File: config.mk
export PLATFORM = sky130hd
export DESIGN_NAME = swa_front
export DESIGN_NICKNAME = d
export VERILOG_FILES = /design/src/design/swa_pkg.sv /design/src/design/swa_front.sv
export SDC_FILE = /design/constraint.sdc
export NUM_CORES = 1
export LEC_CHECK = 0
export ABC_CLOCK_PERIOD_IN_PS = 22400
export BUFFER_PORTS_ARGS = -buffer_cell sky130_fd_sc_hd__clkbuf_2
export CORE_AREA = 2 2 210 212
export CTS_BUF_LIST = sky130_fd_sc_hd__clkbuf_2
export DETAILED_ROUTE_END_ITERATION = 10
export DIE_AREA = 0 0 212 214
export PLACE_DENSITY = 0.8
export SKIP_LAST_GASP = 1
export SLEW_MARGIN = 30
export SYNTH_ARGS = -nofsm -noshare
export SYNTH_HDL_FRONTEND = slang
export SYNTH_SLANG_ARGS = --single-unit
File: constraint.sdc
create_clock -name clk -period 22.4 [get_ports clk]
set_clock_uncertainty 0.05 [all_clocks]
set_input_delay 3.36 -clock clk [delete_from_list [all_inputs] [get_ports clk]]
set_output_delay 3.36 -clock clk [all_outputs]
set_load 0.005 [all_outputs]
File: src/design/swa_pkg.sv
`default_nettype none
// ----------------------------------------------------------------------------
// swa_pkg: shared types and constants for the SIMT word ALU
// Operation codes, lane count and the classified item passed front to back.
// ----------------------------------------------------------------------------
package swa_pkg;

  localparam int LANES = 4;
  localparam int WORD_W = 32;
  localparam int DIV_STEPS = 32;
  localparam int QUEUE_DEPTH = 2;

  typedef enum logic [3:0] {
    OP_ADD  = 4'd0,
    OP_SUB  = 4'd1,
    OP_SLL  = 4'd2,
    OP_SRL  = 4'd3,
    OP_SRA  = 4'd4,
    OP_MUL  = 4'd5,
    OP_DIV  = 4'd6,
    OP_DIVU = 4'd7,
    OP_REM  = 4'd8,
    OP_REMU = 4'd9
  } op_t;

  // Decoded item handed from the front end to the back end
  typedef struct packed {
    logic [3:0]                    action;
    logic [LANES-1:0]              wmask;
    logic                          muldiv;
    logic [LANES-1:0][WORD_W-1:0]  a;
    logic [LANES-1:0][WORD_W-1:0]  b;
  } item_t;

endpackage
`default_nettype wire

File: src/design/swa_front.sv
`default_nettype none
// ----------------------------------------------------------------------------
// swa_front: item intake and classification
// Decodes the action, forms the write mask and queues items for the back end.
// ----------------------------------------------------------------------------
module swa_front import swa_pkg::*; (
  input  wire logic                   clk,
  input  wire logic                   rst,
  input  wire logic                   in_valid,
  output logic                        in_stall,
  input  wire logic [3:0]             action,
  input  wire logic [LANES-1:0]       lane_mask,
  input  wire logic [LANES-1:0][WORD_W-1:0] a_in,
  input  wire logic [LANES-1:0][WORD_W-1:0] b_in,
  output logic                        q_valid,
  input  wire logic                   q_pop,
  output item_t                       q_item
);

  localparam int PW = $clog2(QUEUE_DEPTH);

  item_t           mem [QUEUE_DEPTH];
  logic [PW-1:0]   wr_ptr;
  logic [PW-1:0]   rd_ptr;
  logic [PW:0]     count;
  logic            push;
  logic            known;
  item_t           dec;

  // Classification
  always_comb begin
    known      = (action <= 4'(OP_REMU));
    dec.action = action;
    dec.wmask  = known ? lane_mask : '0;
    dec.muldiv = known && (action >= 4'(OP_MUL));
    dec.a      = a_in;
    dec.b      = b_in;
  end

  assign in_stall = (count == (PW+1)'(QUEUE_DEPTH));
  assign push     = in_valid && !in_stall;
  assign q_valid  = (count != '0);
  assign q_item   = mem[rd_ptr];

  // Queue pointers
  always_ff @(posedge clk) begin
    if (rst) begin
      wr_ptr <= '0;
      rd_ptr <= '0;
      count  <= '0;
    end else begin
      if (push) wr_ptr <= wr_ptr + 1'b1;
      if (q_pop) rd_ptr <= rd_ptr + 1'b1;
      count <= count + (PW+1)'(push) - (PW+1)'(q_pop);
    end
  end

  always_ff @(posedge clk) begin
    if (push) mem[wr_ptr] <= dec;
  end

endmodule
`default_nettype wire

Yosys cells after proc, flatten, opt, wreduce, memory -nomap -nowiden
Memory sizes are Yosys's and may differ from the RTL's. A register that Yosys moved wholly into a read port is not among the register bits.
Cells that the tools add are included.
Widths: inputs -> output; s select.
- register bits after elaboration: 4
- RAM bits: 530
- bits of input ports: 268
- logic and storage cells: 20
- memories: 1
- memory list (memory ; depth ; width ; read ports ; clocked after memory_dff ; wr ports ; line ; source):
    mem ; 2 ; 265 ; 1 ; 1 ; 1 ; swa_front.sv:22 ; item_t mem [QUEUE_DEPTH];
- add/subtract/negate cells: 4
- magnitude comparators: 2
- equality and inequality tests: 1
- mux-type cells: 5
- reductions and logical operators: 4
- operators by type and width (operator ; number):
    $ge 4x3->1 const B ; 1
    $le 4x4->1 const B ; 1
    $mux 1 ; 4
    $mux 4 ; 1
    $add 1x1->1 const B ; 2
    $add 2x1->2 ; 1
    $eq 2x2->1 const B ; 1
    $logic_and 1x1->1 ; 2
    $reduce_bool 2->1 ; 1
    $sub 2x1->2 ; 1
    $logic_not 1->1 ; 1

Longest topological paths before layout
- word-level depth: 5
- gate-level depth with buffers: 8

Worst setup path after synthesis
Ideal clock, no wire load.
- path kind: input-to-reg
- start point: input in_valid
- end point: memory mem[1][0] in the netlist's numbering (enable)
- library setup time: 0.661 ns
- arrival time: 9.444 ns
- required time: 21.689 ns
- path slack: 12.245 ns
- stages: 1
- cells stage by stage: and3_1
- longest elaborated chain between the ends: 3
- ends and longest elaborated chain (what ; line ; source):
    start, declared ; swa_front.sv:9 ; input wire logic in_valid,
    $logic_and 1x1->1 ; swa_front.sv:41 ; assign push = in_valid && !in_stall;
    $mux 1 ; swa_front.sv:59 ; if (push) mem[wr_ptr] <= dec;
    $mux 1 (implied by the code) ; swa_front.sv:59 ;
    end, declared ; swa_front.sv:22 ;
No other way between the ends.

==> metrics.md <==
| Metric | Value |
|---|---|
| CP top delay family | `buffers and inverters` |
| Setup violators final | `0` |
| Post-route ant nets | `0` |
| Detailed placement HPWL | `29100 µm` |
| Synth warnings | `0` |
| Final Cell Area | `23800 µm²` |
| CP Launch Type | `flip-flop` |
| Achievable Freq | `134 MHz` |
| R2R setup slack | `19080 ps` |
| GRT Resource Usage Total | `18.7%` |
| Final hold violations | `0` |
| Crit Path Class | `flip-flop to output port` |
| Worst Tran Pin Value | `930 ps` |
| XOR/XNOR share of the synthesized area | `0.0899%` |
| Share of the clock period used by the worst path | `33.3%` |
| Max-Cap Viols | `0` |
| Worst EP required | `18990 ps` |
| Proportion of layout cells with a drive suffix above 1 | `63.4%` |
| Synthesized area | `19500 µm²` |
| Clock Latency Late Sink | `1200 ps` |
| Peak VDD IR | `99.3 µV` |
| Syn-to-layout area delta | `22.0%` |
| Setup TNS | `0 ps` |
| Clk sinks | `535` |
| Synth Instances | `859` |
| RSZ-0062 raised after global routing | `false` |
| CP Max Fanout | `77` |
| Main combinational cell family by area after synthesis | `multiplexers` |
| Crit-path slowest cell | `buf_4` |
| Drt pass-1 iters | `5` |
| Max_slew headroom | `38.0%` |
| I/O Pins | `535` |
| Post-synthesis compound-gate area fraction | `0.128%` |
| Mux share of post-synthesis cell area | `15.3%` |
| Netlist cell types | `20` |
| PwrDens | `89.5 nW/µm²` |
| Seq/Total Area, Yosys | `82.2%` |
| Hold Path End | `wr_ptr` |
| Min-Delay Path Class | `flip-flop to flip-flop` |
| Critical path endpoint category | `output port` |
| Status | `completed` |
| Lkg Pwr | `9.20 nW` |
| Commonest non-fill, non-tap cell in the layout | `clkbuf_2` |
| Most frequent cells in the layout | `clkbuf_2 (717), edfxtp_1 (530), mux2_2 (265), clkinv_1 (21), clkinv_2 (7)` |
| PortBufs | `534` |
| Final number of max-transition violations | `0` |
| DRT Wirelength | `42700 µm` |
| Vias/cell | `4.83` |
| Worst R2R End | `mem[1][162]` |
| Post-CTS sizing | `0` |
| Adder-Cell Fraction of Synth Area | `0.128%` |
| Post-CTS Setup Inserts | `0` |
| Maximum clock path buffer count | `3` |
| Critical path arrival | `4050 ps` |
| Reg2Reg Depth | `4` |
| Vias in the first global route | `11300` |
| Gpl congestion | `0.818` |
| Cells after DPL | `1957` |
| CTS HTree Levels | `4` |
| DP Area | `22700 µm²` |
| CTS tree | `done` |
| Via Count | `10500` |
| Pin count of the biggest net entering global routing | `117` |
| Post-synthesis simple-gate area fraction | `0.462%` |
| First-pass GRT wire length | `62600 µm` |
| Syn Area/Cell | `22.7 µm²` |
| CTS hold repair buffers | `0` |
| Slowest stage delay, CP | `790 ps` |
| Initial antenna violation count | `5` |
| Height of the die | `214 µm` |
| Syn_nets | `1129` |
| Clock Pin Slew Worst Setup and Hold Paths | `120 ps` |
| Worst path cell trace | `buf_6, buf_4, mux2_2, clkbuf_2` |
| Die footprint | `45400 µm²` |
| Initial Util | `45.5%` |
| Min cycle time layout | `7460 ps` |
| CTS root buf | `clkbuf_2` |
| Flops & latches, synth | `535` |
| Post-layout util | `55.5%` |
| Fin cells | `2177` |
| CP bufs+invs | `3` |
| GR Overflow Total | `0` |
| Drt drc | `0` |
| Total power | `2.13 mW` |
| Worst hold stages | `2` |
| Num CTS Buffers | `132` |
| Rows | `76` |
| Nets | `1776` |
| Core Region | `42900 µm²` |
| Worst r2r src | `count[0]` |
| Worst hold start | `wr_ptr` |
| First DRT Iteration DRCs | `727` |
| WL/cell | `19.6 µm` |
| DIE WIDTH | `212 µm` |
==> area by class of cell <==
| cell class | count | area (µm²) |
|---|---|---|
| clock inverters | 35 | 193 |
| diodes | 2 | 5.00 |
| repair buffers | 542 | 2760 |
| clock buffers | 183 | 916 |
| inverters | 4 | 22.5 |
| well taps | 585 | 732 |
| fillers | 3332 | 19100 |
| multi-input cells | 291 | 3150 |
| flip-flops and latches | 535 | 16000 |
==> worst max path at each step <==
stage | startpoint | end | slack, ps | cells after the start
CTS | flip-flop | q_item[163] | 14680 | 4
global placement | in_valid | mem[1][170] | 15960 | 4
global route | flip-flop | q_item[163] | 14580 | 4
floorplan | in_valid | mem[1][0] | 12240 | 1
finish | flip-flop | q_item[163] | 14940 | 4
detailed placement | in_valid | mem[1][180] | 15920 | 4
==> metal layers <==
metal	GRT usage (%)	wire length [µm]	vias up
met5	0	46	-
met1	19.9	15400	5114
met3	9.43	4810	94
met4	9.41	1270	6
li1	-	-	4802
met2	30.5	21100	508
==> registers in the layout (all words and copies together) (netlist names), named ones only <==
register,flops
wr_ptr,1
count,2
mem,530
rd_ptr,1
==> cell families after synthesis <==
kind of cell | after synthesis
AOI/OAI and AO/OA | 5
xor gates and xnor gates | 2
adders and majority gates | 2
buffers and inverters | 33
DFF | 535
muxes | 265
and+or+nand+nor | 17
==> worst reg2reg max path, cell delays in order (launching register included) <==
cell and delay [ps]:
dfxtp_1 360, nand2b_1 190, and3_4 760, buf_4 780, buf_6 700
==> through the flow <==
stage	hold WS (ps)	worst slack, ps
finish	460	14940
global placement	432	15960
CTS	457	14680
detailed placement	442	15920
floorplan	402	12240
global route	496	14580
==> cells in the mapped netlist <==
library cell / number / share of area (%)
edfxtp_1: 530 / 82
mux2_2: 265 / 15
buf_6: 28 / 1.6
and2_1: 5 / 0.16
dfxtp_1: 5 / 0.51
inv_1: 4 / 0.077
nor2_1: 4 / 0.077
o21ai_0: 4 / 0.10
ha_1: 2 / 0.13
nand2_1: 2 / 0.039
a21oi_1: 1 / 0.026
and3_1: 1 / 0.032
buf_2: 1 / 0.026
nand2b_1: 1 / 0.032
nor2b_1: 1 / 0.032
nor3_1: 1 / 0.026
or2_2: 1 / 0.032
or3_1: 1 / 0.032
xnor2_1: 1 / 0.045
xor2_1: 1 / 0.045
==> power by group <==
part           internal, mW  total, mW  switching [mW]
clock                 0.242      0.609           0.367
combinational         0.131      0.283           0.153
sequential             1.21       1.24          0.0244
Power figures use the tool's default switching activity.
